## src/rtl/core/ntag_pkg.sv

```systemverilog
// ----------------------------------------------------------------------------
// ntag_pkg
// Shared widths, register map and configuration types for the transpose
// address generator.
// ----------------------------------------------------------------------------
package ntag_pkg;

  localparam int CFG_AXES = 4;
  localparam int SIZE_W   = 9;
  localparam int IDX_W    = 8;
  localparam int POS_W    = 2;
  localparam int ORDER_W  = 8;
  localparam int ADDR_W   = 32;
  localparam int ELEM_W   = 32;
  localparam int PADDR_W  = 5;
  localparam int PDATA_W  = 32;

  localparam int MAX_AXES_DEFAULT   = 4;
  localparam int DATA_WIDTH_DEFAULT = 32;

  localparam logic [SIZE_W-1:0]  SIZE_RESET  = SIZE_W'(1);
  localparam logic [SIZE_W-1:0]  SIZE_MAX    = SIZE_W'(256);
  localparam logic [ORDER_W-1:0] ORDER_RESET = ORDER_W'(228);

  typedef enum logic [2:0] {
    REG_SIZE_AXIS0 = 3'd0,
    REG_SIZE_AXIS1 = 3'd1,
    REG_SIZE_AXIS2 = 3'd2,
    REG_SIZE_AXIS3 = 3'd3,
    REG_AXIS_ORDER = 3'd4
  } ntag_reg_t;

  typedef struct packed {
    logic                                busy;
    logic                                order_error;
    logic [CFG_AXES-1:0][SIZE_W-1:0]     axis_size;
    logic [CFG_AXES-1:0][ADDR_W-1:0]     in_stride;
  } ntag_derived_t;

endpackage

```

## src/rtl/core/ntag_if.sv

```systemverilog
// ----------------------------------------------------------------------------
// ntag_if
// Valid/ready channels of the transpose address generator: element beats in,
// address beats out.
// ----------------------------------------------------------------------------
interface ntag_elem_if
  import ntag_pkg::*;
();
  logic              valid;
  logic              ready;
  logic [ELEM_W-1:0] elem_value;

  modport source (output valid, output elem_value, input ready);
  modport sink   (input valid, input elem_value, output ready);
endinterface

interface ntag_addr_if
  import ntag_pkg::*;
();
  logic              valid;
  logic              ready;
  logic [ADDR_W-1:0] out_address;
  logic [ELEM_W-1:0] out_value;
  logic              last_elem;
  logic              order_error;

  modport source (output valid, output out_address, output out_value,
                  output last_elem, output order_error, input ready);
  modport sink   (input valid, input out_address, input out_value,
                  input last_elem, input order_error, output ready);
endinterface

```

## src/rtl/core/ntag_cfg.sv

```systemverilog
// ----------------------------------------------------------------------------
// ntag_cfg
// APB register file plus the derived per-axis sizes, order check and input
// strides, rebuilt through registered stages after every write.
// ----------------------------------------------------------------------------
module ntag_cfg
  import ntag_pkg::*;
#(
  parameter int MAX_AXES = MAX_AXES_DEFAULT
) (
  input  logic               clk,
  input  logic               rst,
  input  logic               psel,
  input  logic               penable,
  input  logic               pwrite,
  input  logic [PADDR_W-1:0] paddr,
  input  logic [PDATA_W-1:0] pwdata,
  output logic [PDATA_W-1:0] prdata,
  output logic               pready,
  output ntag_derived_t      derived
);

  localparam int NumAxes = (MAX_AXES < CFG_AXES) ? MAX_AXES : CFG_AXES;
  localparam int SettleW = $clog2(NumAxes + 3);
  localparam logic [SettleW-1:0] SettleLoad = SettleW'(NumAxes + 2);

  logic [CFG_AXES-1:0][SIZE_W-1:0] size_reg;
  logic [ORDER_W-1:0]              order_reg;

  logic [CFG_AXES-1:0][SIZE_W-1:0] eff_size, eff_size_next;
  logic [CFG_AXES-1:0][POS_W-1:0]  pos, pos_next;
  logic                            order_err, order_err_next;
  logic [CFG_AXES-1:0][SIZE_W-1:0] pos_size, pos_size_next;
  logic [CFG_AXES-1:0][ADDR_W-1:0] out_stride, out_stride_next;
  logic [CFG_AXES-1:0][ADDR_W-1:0] in_stride, in_stride_next;
  logic [SettleW-1:0]              settle, settle_next;

  ntag_reg_t reg_sel;
  logic      wr_en;

  assign reg_sel = ntag_reg_t'(paddr[PADDR_W-1:2]);
  assign wr_en   = psel && penable && pwrite;
  assign pready  = 1'b1;

  // register file
  always_ff @(posedge clk) begin
    if (rst) begin
      for (int a = 0; a < CFG_AXES; a++) begin
        size_reg[a] <= SIZE_RESET;
      end
      order_reg <= ORDER_RESET;
    end else if (wr_en) begin
      case (reg_sel)
        REG_SIZE_AXIS0: size_reg[0] <= pwdata[SIZE_W-1:0];
        REG_SIZE_AXIS1: size_reg[1] <= pwdata[SIZE_W-1:0];
        REG_SIZE_AXIS2: size_reg[2] <= pwdata[SIZE_W-1:0];
        REG_SIZE_AXIS3: size_reg[3] <= pwdata[SIZE_W-1:0];
        REG_AXIS_ORDER: order_reg   <= pwdata[ORDER_W-1:0];
        default: ;
      endcase
    end
  end

  always_comb begin
    case (reg_sel)
      REG_SIZE_AXIS0: prdata = PDATA_W'(size_reg[0]);
      REG_SIZE_AXIS1: prdata = PDATA_W'(size_reg[1]);
      REG_SIZE_AXIS2: prdata = PDATA_W'(size_reg[2]);
      REG_SIZE_AXIS3: prdata = PDATA_W'(size_reg[3]);
      REG_AXIS_ORDER: prdata = PDATA_W'(order_reg);
      default:        prdata = '0;
    endcase
  end

  // clamped sizes, order fields and permutation check
  always_comb begin
    logic [CFG_AXES-1:0] seen;
    seen           = '0;
    order_err_next = 1'b0;
    for (int a = 0; a < CFG_AXES; a++) begin
      if (a >= NumAxes || size_reg[a] == '0) begin
        eff_size_next[a] = SIZE_RESET;
      end else if (size_reg[a] > SIZE_MAX) begin
        eff_size_next[a] = SIZE_MAX;
      end else begin
        eff_size_next[a] = size_reg[a];
      end
      pos_next[a] = order_reg[POS_W*a +: POS_W];
    end
    for (int k = 0; k < NumAxes; k++) begin
      if (int'(pos_next[k]) >= NumAxes || seen[pos_next[k]]) begin
        order_err_next = 1'b1;
      end else begin
        seen[pos_next[k]] = 1'b1;
      end
    end
  end

  // output-position sizes, suffix-product strides, inverse map to input axes
  always_comb begin
    for (int k = 0; k < CFG_AXES; k++) begin
      pos_size_next[k] = (k < NumAxes) ? eff_size[pos[k]] : SIZE_RESET;
    end
    for (int k = 0; k < CFG_AXES - 1; k++) begin
      if (k >= NumAxes - 1) begin
        out_stride_next[k] = ADDR_W'(1);
      end else begin
        out_stride_next[k] = ADDR_W'(out_stride[k+1] * pos_size[k+1]);
      end
    end
    out_stride_next[CFG_AXES-1] = ADDR_W'(1);
    for (int a = 0; a < CFG_AXES; a++) begin
      in_stride_next[a] = '0;
      for (int k = 0; k < NumAxes; k++) begin
        if (pos[k] == POS_W'(a)) begin
          in_stride_next[a] = out_stride[k];
        end
      end
    end
  end

  always_ff @(posedge clk) begin
    eff_size   <= eff_size_next;
    pos        <= pos_next;
    order_err  <= order_err_next;
    pos_size   <= pos_size_next;
    out_stride <= out_stride_next;
    in_stride  <= in_stride_next;
  end

  // hold off beats until the derived values have caught up
  always_comb begin
    if (wr_en) begin
      settle_next = SettleLoad;
    end else if (settle != '0) begin
      settle_next = settle - SettleW'(1);
    end else begin
      settle_next = settle;
    end
  end

  always_ff @(posedge clk) begin
    if (rst) begin
      settle <= SettleLoad;
    end else begin
      settle <= settle_next;
    end
  end

  assign derived.busy        = (settle != '0);
  assign derived.order_error = order_err;
  assign derived.axis_size   = eff_size;
  assign derived.in_stride   = in_stride;

endmodule

```

## src/rtl/core/nd_transpose_address_gen.sv

```systemverilog
// ----------------------------------------------------------------------------
// nd_transpose_address_gen
// Address generator for an axis-permuting transpose of an array of up to four
// dimensions.
// ----------------------------------------------------------------------------
// Takes one element beat per cycle in row-major input order while the output
// accepts and no register rebuild is pending, and returns its flat address in
// the transposed array with the value, a last-element flag and an order-error
// flag through the s1, s2 and s3 registers. The per-axis counters advance in
// the accept cycle, one stage forms the up-to-four index-by-stride products,
// the next sums them into the output register. Strides are rebuilt from the
// registers by a short multiply chain, so elem ready stays low after reset
// and after every register write until the derived values have caught up.
module nd_transpose_address_gen
  import ntag_pkg::*;
#(
  parameter int MAX_AXES   = MAX_AXES_DEFAULT,
  parameter int DATA_WIDTH = DATA_WIDTH_DEFAULT
) (
  input  logic               clk,
  input  logic               rst,
  ntag_elem_if.sink          elem,
  ntag_addr_if.source        addr,
  input  logic               psel,
  input  logic               penable,
  input  logic               pwrite,
  input  logic [PADDR_W-1:0] paddr,
  input  logic [PDATA_W-1:0] pwdata,
  output logic [PDATA_W-1:0] prdata,
  output logic               pready
);

  localparam int NumAxes = (MAX_AXES < CFG_AXES) ? MAX_AXES : CFG_AXES;
  localparam logic [ELEM_W-1:0] ValueMask =
    ELEM_W'((65'd1 << DATA_WIDTH) - 65'd1);

  ntag_derived_t derived;

  ntag_cfg #(
    .MAX_AXES (MAX_AXES)
  ) u_cfg (
    .clk     (clk),
    .rst     (rst),
    .psel    (psel),
    .penable (penable),
    .pwrite  (pwrite),
    .paddr   (paddr),
    .pwdata  (pwdata),
    .prdata  (prdata),
    .pready  (pready),
    .derived (derived)
  );

  logic [NumAxes-1:0][IDX_W-1:0] idx, idx_next;
  logic                          wrap;

  logic                          s1_valid;
  logic [NumAxes-1:0][IDX_W-1:0] s1_idx;
  logic [ELEM_W-1:0]             s1_value;
  logic                          s1_last;

  logic                           s2_valid;
  logic [NumAxes-1:0][ADDR_W-1:0] s2_prod;
  logic [ELEM_W-1:0]              s2_value;
  logic                           s2_last;

  logic              s3_valid;
  logic [ADDR_W-1:0] s3_address;
  logic [ELEM_W-1:0] s3_value;
  logic              s3_last;
  logic              s3_error;

  logic [NumAxes-1:0][ADDR_W-1:0] prod_next;
  logic [ADDR_W-1:0]              sum;
  logic                           go1, go2, go3, accept;

  assign go3    = !s3_valid || addr.ready;
  assign go2    = !s2_valid || go3;
  assign go1    = !s1_valid || go2;
  assign accept = elem.valid && elem.ready;

  assign elem.ready = go1 && !derived.busy;

  // odometer over the input axes, fastest axis last
  always_comb begin
    wrap     = 1'b1;
    idx_next = idx;
    for (int a = NumAxes - 1; a >= 0; a--) begin
      if (wrap) begin
        if (({1'b0, idx[a]} + SIZE_W'(1)) >= derived.axis_size[a]) begin
          idx_next[a] = '0;
        end else begin
          idx_next[a] = idx[a] + IDX_W'(1);
          wrap        = 1'b0;
        end
      end
    end
  end

  always_ff @(posedge clk) begin
    if (rst) begin
      idx <= '0;
    end else if (accept) begin
      idx <= idx_next;
    end
  end

  always_comb begin
    for (int a = 0; a < NumAxes; a++) begin
      prod_next[a] = ADDR_W'(s1_idx[a] * derived.in_stride[a]);
    end
    sum = '0;
    for (int a = 0; a < NumAxes; a++) begin
      sum = sum + s2_prod[a];
    end
  end

  always_ff @(posedge clk) begin
    if (rst) begin
      s1_valid <= 1'b0;
      s2_valid <= 1'b0;
      s3_valid <= 1'b0;
    end else begin
      if (go1) begin
        s1_valid <= accept;
      end
      if (go2) begin
        s2_valid <= s1_valid;
      end
      if (go3) begin
        s3_valid <= s2_valid;
      end
    end
  end

  always_ff @(posedge clk) begin
    if (go1) begin
      s1_idx   <= idx;
      s1_value <= elem.elem_value & ValueMask;
      s1_last  <= wrap;
    end
    if (go2) begin
      s2_prod  <= prod_next;
      s2_value <= s1_value;
      s2_last  <= s1_last;
    end
    if (go3) begin
      s3_address <= derived.order_error ? '0 : sum;
      s3_value   <= s2_value;
      s3_last    <= s2_last;
      s3_error   <= derived.order_error;
    end
  end

  assign addr.valid       = s3_valid;
  assign addr.out_address = s3_address;
  assign addr.out_value   = s3_value;
  assign addr.last_elem   = s3_last;
  assign addr.order_error = s3_error;

endmodule
```

## src/flat_wrapper.sv

```systemverilog
// flat-port wrapper written by rule: the top's interface ports become plain ports
module nd_transpose_address_gen_flat import ntag_pkg::*;
#(
  parameter int MAX_AXES   = MAX_AXES_DEFAULT,
  parameter int DATA_WIDTH = DATA_WIDTH_DEFAULT
)
  (clk, rst, psel, penable, pwrite, paddr, pwdata, prdata, pready, elem_valid, elem_elem_value, elem_ready, addr_valid, addr_out_address, addr_out_value, addr_last_elem, addr_order_error, addr_ready);
  ntag_elem_if elem_i ();
  ntag_addr_if addr_i ();
  input  logic clk;
  input  logic rst;
  input  logic psel;
  input  logic penable;
  input  logic pwrite;
  input  logic [PADDR_W-1:0] paddr;
  input  logic [PDATA_W-1:0] pwdata;
  output logic [PDATA_W-1:0] prdata;
  output logic pready;
  input wire logic [$bits(elem_i.valid)-1:0] elem_valid;
  input wire logic [$bits(elem_i.elem_value)-1:0] elem_elem_value;
  output wire logic [$bits(elem_i.ready)-1:0] elem_ready;
  output wire logic [$bits(addr_i.valid)-1:0] addr_valid;
  output wire logic [$bits(addr_i.out_address)-1:0] addr_out_address;
  output wire logic [$bits(addr_i.out_value)-1:0] addr_out_value;
  output wire logic [$bits(addr_i.last_elem)-1:0] addr_last_elem;
  output wire logic [$bits(addr_i.order_error)-1:0] addr_order_error;
  input wire logic [$bits(addr_i.ready)-1:0] addr_ready;
  assign elem_i.valid = elem_valid;
  assign elem_i.elem_value = elem_elem_value;
  assign elem_ready = elem_i.ready;
  assign addr_valid = addr_i.valid;
  assign addr_out_address = addr_i.out_address;
  assign addr_out_value = addr_i.out_value;
  assign addr_last_elem = addr_i.last_elem;
  assign addr_order_error = addr_i.order_error;
  assign addr_i.ready = addr_ready;
  nd_transpose_address_gen #(.MAX_AXES(MAX_AXES), .DATA_WIDTH(DATA_WIDTH)) u_core (.clk(clk), .rst(rst), .elem(elem_i), .addr(addr_i), .psel(psel), .penable(penable), .pwrite(pwrite), .paddr(paddr), .pwdata(pwdata), .prdata(prdata), .pready(pready));
endmodule
```

## config.mk

```make
export PLATFORM = sky130hd
export DESIGN_NAME = nd_transpose_address_gen_flat
export DESIGN_NICKNAME = d
export VERILOG_FILES = /design/src/rtl/core/ntag_pkg.sv /design/src/rtl/core/ntag_if.sv /design/src/rtl/core/ntag_cfg.sv /design/src/rtl/core/nd_transpose_address_gen.sv /design/src/flat_wrapper.sv
export SDC_FILE = /design/constraint.sdc
export NUM_CORES = 2
export LEC_CHECK = 0
export ABC_CLOCK_PERIOD_IN_PS = 5800
export BUFFER_PORTS_ARGS = -buffer_cell sky130_fd_sc_hd__buf_2
export CELL_PAD_IN_SITES_DETAIL_PLACEMENT = 0
export CELL_PAD_IN_SITES_GLOBAL_PLACEMENT = 1
export CORE_ASPECT_RATIO = 1.5
export CORE_MARGIN = 3
export CORE_UTILIZATION = 53
export CTS_BUF_LIST = sky130_fd_sc_hd__clkbuf_8
export DETAILED_ROUTE_END_ITERATION = 6
export GPL_ROUTABILITY_DRIVEN = 0
export PLACE_DENSITY_LB_ADDON = 0.15
export SYNTH_ARGS = -nofsm -noshare
export SYNTH_HDL_FRONTEND = slang
export SYNTH_SLANG_ARGS = --single-unit
```

## constraint.sdc

```tcl
create_clock -name clk -period 5.8 [get_ports clk]
set_input_delay 0.58 -clock clk [delete_from_list [all_inputs] [get_ports clk]]
set_output_delay 0.58 -clock clk [all_outputs]
set_load 0.02 [all_outputs]
```

After elaboration in Yosys (flattened, before gate mapping)
Cells that the tools add are included.
Widths: inputs -> output; s select.
- bitwise operators: 2
- order comparisons: 18
- multiply operators: 6
- muxes and demuxes: 51
- reduce and logical (&&, ||, !) cells: 42
- $add $sub $neg: 12
- equal/unequal tests: 16
- operators with widths (cell ; count):
    $mux 32 ; 8
    $mul 8x32->32 ; 4
    $mux 9 ; 11
    $add 32x32->32 ; 3
    $bmux 9 s2 ; 3
    $pmux 9 s5 ; 1
    $add 8x1->9 const B ; 4
    $ge 9x9->1 ; 4
    $gt 9x9->1 const B ; 4
    $logic_not 9->1 ; 4
    $add 8x1->8 const B ; 4
    $mux 8 ; 4
    $mul 18x9->27 ; 1
    $lt 2x3->1 const B ; 7
    $mul 9x9->18 ; 1
    $reduce_or 2->1 ; 9
    $eq 2x2->1 const B ; 8
    $reduce_and 2->1 ; 8
    $mux 1 ; 14
    $mux 4 ; 3
    $bmux 1 s2 ; 4
    $eq 2x1->1 const B ; 4
    $logic_not 2->1 ; 4
    $or 4x4->4 ; 2
    12 further kinds ; 28
- register bits: 633
- word-level logic and storage cells: 203
- bits of input ports: 76

Logic depth before layout (Yosys ltp)
- depth after elaboration: 14
- depth in mapped cells: 23

Hierarchy
From an unflattened synthesis, not the netlist that was laid out.
- cells, all modules: 5704
- area total of the unflattened synthesis: 58200.8 µm²
- by module, submodules not included (module ; times used ; cells an instance ; area each (µm²) ; sequential area each (µm²)):
    nd_transpose_address_gen ; 1 ; 3891 ; 40380.0 ; 9469.1
    ntag_cfg ; 1 ; 1813 ; 17820.8 ; 5625.4

Worst setup path after synthesis
Ideal clock, no wire load.
- kind: flip-flop to flip-flop
- from: reg u_core.s1_idx[10] in the netlist's numbering
- to: reg u_core.s2_prod[62] in the netlist's numbering (data pin)
- setup slack: 596 ps
- arrival: 4947 ps
- stages on the path, launching flop included: 21
- cell sequence: edfxtp_1 -> clkbuf_1 -> nand2_1 -> fa_1 -> fa_1 -> inv_1 -> fa_1 -> inv_1 -> fa_1 -> inv_1 -> ha_1 -> nand3_1 -> o2111ai_2 -> o221ai_2 -> a211oi_1 -> a221oi_2 -> o31ai_1 -> o41a_1 -> a21o_1 -> a21oi_2 -> xnor2_1
- RTL lines (what ; line ; text):
    start, declared ; nd_transpose_address_gen.sv:58 ; logic [NumAxes-1:0][IDX_W-1:0] s1_idx;
    start signal, assigned ; nd_transpose_address_gen.sv:138 ; s1_idx <= idx;
    end signal, assigned ; nd_transpose_address_gen.sv:143 ; s2_prod <= prod_next;
    end, declared ; nd_transpose_address_gen.sv:63 ; logic [NumAxes-1:0][ADDR_W-1:0] s2_prod;

==> flow_summary.ini <==
[run_status]
violations = design-rule violations
status = finished with violations

[synthesis]
synth_area_leaders = fa_1 (29%), edfxtp_1 (15%), dfxtp_1 (11%)
syn_inst = 5534
synth.cell_area_sq_um = 56600
synth-seq-area-share = 0.267
post-synth-top-area-cell = fa_1
ys_ff_latch = 608
ys_warn_count = 0
syn_area_per_cell_sq_um = 10.2
synth_top_area_frac = 0.289
synthArstFlopShare = 0
synth_edf_count = 292
synth_cell_types = 93
synth-main-ff-cell = dfxtp_1

[global_route]
grt_pass1_wl_um = 235000
first_global_vias = 41800
use_met2 = 0.515
antenna_found_initial = 8
grt_max_degree = 67
grt-ovfl-total = 0
grt.total_usage = 0.278
grt_most_used_layer = met2
met1_usage = 0.313
use_met3 = 0.0272

[timing]
timing.fmax_mhz = 179
drv_slew = 0
rsz0062_at_grt = false
hold_viol_final = 0
post-route-min-period_ns = 5.57
setup_tns_ns = 0
fin_crit_sh = 0.961
slew_headroom = 0.232
tightest_slew_ns = 1.15
fin_ws_ns = 0.225
setup_viol = 0
clock_skew_ns = 0.0559

[drt]
avgRoutedWirePerCell_um = 20.8
first_pass_iters = 7
drt-initial-drc-count = 2176
num_vias = 39400
drc = 2
post_drt_via_cell_ratio = 5.45
drtAntennaViolNets = 0
routed_wl_um = 150000

[clock_network]
cts_tree = done
htree_levels = 3
cts-root-buf = clkbuf_8
clk_latency_ns = 0.81
cts.sinks = 608
cts_buffer_depth = 3
numCtsBuffers = 96
clk_pin_slew_worst_paths_ns = 0.07

[final_layout]
synthToLayoutAreaGrowth_pct = 9.19
drive_above_1_share = 0.0837
utilization = 0.584
stdcell_area_sq_um = 61800
largest_reg_flops = 144
fin_nets = 6983

[floorplan]
die_y_um = 406
rows = 146
start_util = 0.535
die_w_um = 273
die_area_sq_um = 111000
core_area_sq_um = 106000
num_io_pins = 177

[power_and_ir_drop]
p_leak_nw = 30.7
p_per_area_nw_per_um2 = 143
ir_drop_uv = 173

[worst_setup_path]
cp.arrival_ns = 6.10
start_kind = flop
critical_path_class = flop to flop
path_max_fanout = 8
end_kind = flop
critPathRequiredTime_ns = 6.32
r2r_setup_slack_ns = 0.23

[placed_design]
dp_slack_ns = 0.149
portBuffers = 127
dp_hpwl_um = 122000
postPlaceCellArea_sq_um = 59200

[flow_run]
max_cap_viol_count = 0

[worst_hold_path]
hold_class = input pin to flop
[logic make-up (layout without fill, tap and decap cells)]
logic type / after synthesis / after routing / synth area share
simple gates: 1810 / 1810 / 0.169
mux: 75 / 75 / 0.0197
flops: 608 / 608 / 0.267
other cells: 2 / 30 / 0.000133
fa+ha+maj: 1159 / 1159 / 0.364
buf+inv: 1043 / 1314 / 0.0708
xor+xnor: 203 / 203 / 0.0314
compound gates: 634 / 634 / 0.0775
[synthesized netlist by cell type, drive strengths merged (11+ instances only)]
| master | n |
|---|---|
| inv | 837 |
| and2 | 833 |
| fa | 817 |
| nand2 | 437 |
| ha | 342 |
| dfxtp | 316 |
| edfxtp | 292 |
| nor2 | 231 |
| a21oi | 178 |
| clkbuf | 163 |
| xnor2 | 143 |
| o21ai | 93 |
| nor3 | 77 |
| a21o | 74 |
| xor2 | 60 |
| mux2i | 44 |
| buf | 43 |
| nor2b | 40 |
| nand3 | 37 |
| a22o | 36 |
| nand2b | 36 |
| a221oi | 34 |
| o21a | 34 |
| and3 | 29 |
| mux4 | 29 |
| o21bai | 24 |
| nand4 | 19 |
| or3 | 17 |
| a31oi | 16 |
| o211ai | 16 |
| o31ai | 16 |
| a211oi | 12 |
| a211o | 11 |
| a222oi | 11 |
| nor3b | 11 |
| nor4 | 11 |
| or2 | 11 |
[what timing repair did]
action,in CTS,in global routing
gates resized for setup,0,2
setup buffers,0,14
hold buffers,38,0
endpoints found under the hold margin,44,0
endpoints found under the setup margin,0,12
[per-stage QoR]
step	std cells	hold WS (ns)	power [W]
after floorplan	5556	0.310	0.00481
after global placement	7004	0.312	0.00490
after detailed placement	7004	0.312	0.00490
after CTS	7219	0.0202	0.00898
after global routing	7234	0.103	0.00915
final	7239	0.107	0.00887
[path summary, 6_finish.rpt]
check	endpoint	cells past startpoint	startpoint
max	u_core.s2_prod[30]	18	u_core.s1_idx[5]
min	u_core.u_cfg.size_reg[1]	3	pwdata[1]
max reg2reg	u_core.s2_prod[30]	18	u_core.s1_idx[5]
min reg2reg	u_core.u_cfg.out_stride[71]	0	u_core.u_cfg.pos_size[34]
[critical path, cell delays in order (launching register included)]
cell and delay (ns):
edfxtp_1 0.57, and2_1 0.27, fa_1 0.56, fa_1 0.43, fa_1 0.49, inv_1 0.05, fa_1 0.47, inv_1 0.04
ha_1 0.34, o21a_1 0.14, o21ai_1 0.07, nand2b_1 0.10, o211ai_2 0.14, o31a_2 0.37, a311o_2 0.44, o211a_1 0.27
o31ai_1 0.27, a21oi_1 0.12, xnor2_1 0.13
[routing by layer]
layer  up-vias  wire [um]
met3       341       5650
met4         2       9210
met5         -         13
met2       951      79100
met1     20000      56400
li1      18200          -
[area by class of cell]
| cell class | count | area, sq um |
|---|---|---|
| clock buffers | 108 | 1490 |
| well taps | 1406 | 1760 |
| flip-flops and latches | 608 | 15100 |
| fillers | 9154 | 43900 |
| multi-input cells | 3905 | 37600 |
| repair buffers | 300 | 2040 |
| clock inverters | 69 | 653 |
| inverters | 837 | 3140 |
| diodes | 6 | 15.0 |
[layout by cell type (no fill, tap or decap), types with 16 or more instances in the layout]
| cell type | count |
|---|---|
| o31ai_1 | 16 |
| o21ai_1 | 20 |
| a21o_1 | 72 |
| o21a_1 | 33 |
| dlygate4sd3_1 | 38 |
| o21ai_0 | 73 |
| a221oi_1 | 32 |
| a21oi_1 | 174 |
| a31oi_1 | 16 |
| nand2b_1 | 36 |
| conb_1 | 24 |
| xor2_1 | 60 |
| dfxtp_1 | 316 |
| and3_1 | 29 |
| and2_1 | 833 |
| nor3_1 | 76 |
| xnor2_1 | 143 |
| nand3_1 | 36 |
| fa_1 | 817 |
| mux4_2 | 29 |
| a22o_1 | 36 |
| o21bai_1 | 24 |
| nor2b_1 | 39 |
| mux2i_1 | 44 |
| nand2_1 | 436 |
| edfxtp_1 | 292 |
| buf_2 | 128 |
| inv_1 | 860 |
| ha_1 | 342 |
| clkbuf_8 | 108 |
| nor2_1 | 231 |
| nand4_1 | 19 |
| buf_4 | 132 |
[report_power, final]
part / switching (W) / leakage, nW / internal (W)
Sequential: 0.0000544 / 5.98 / 0.00453
Combinational: 0.000158 / 23.6 / 0.0000899
Clock: 0.00191 / 1.16 / 0.00212
(Power assumes the default switching activity.)
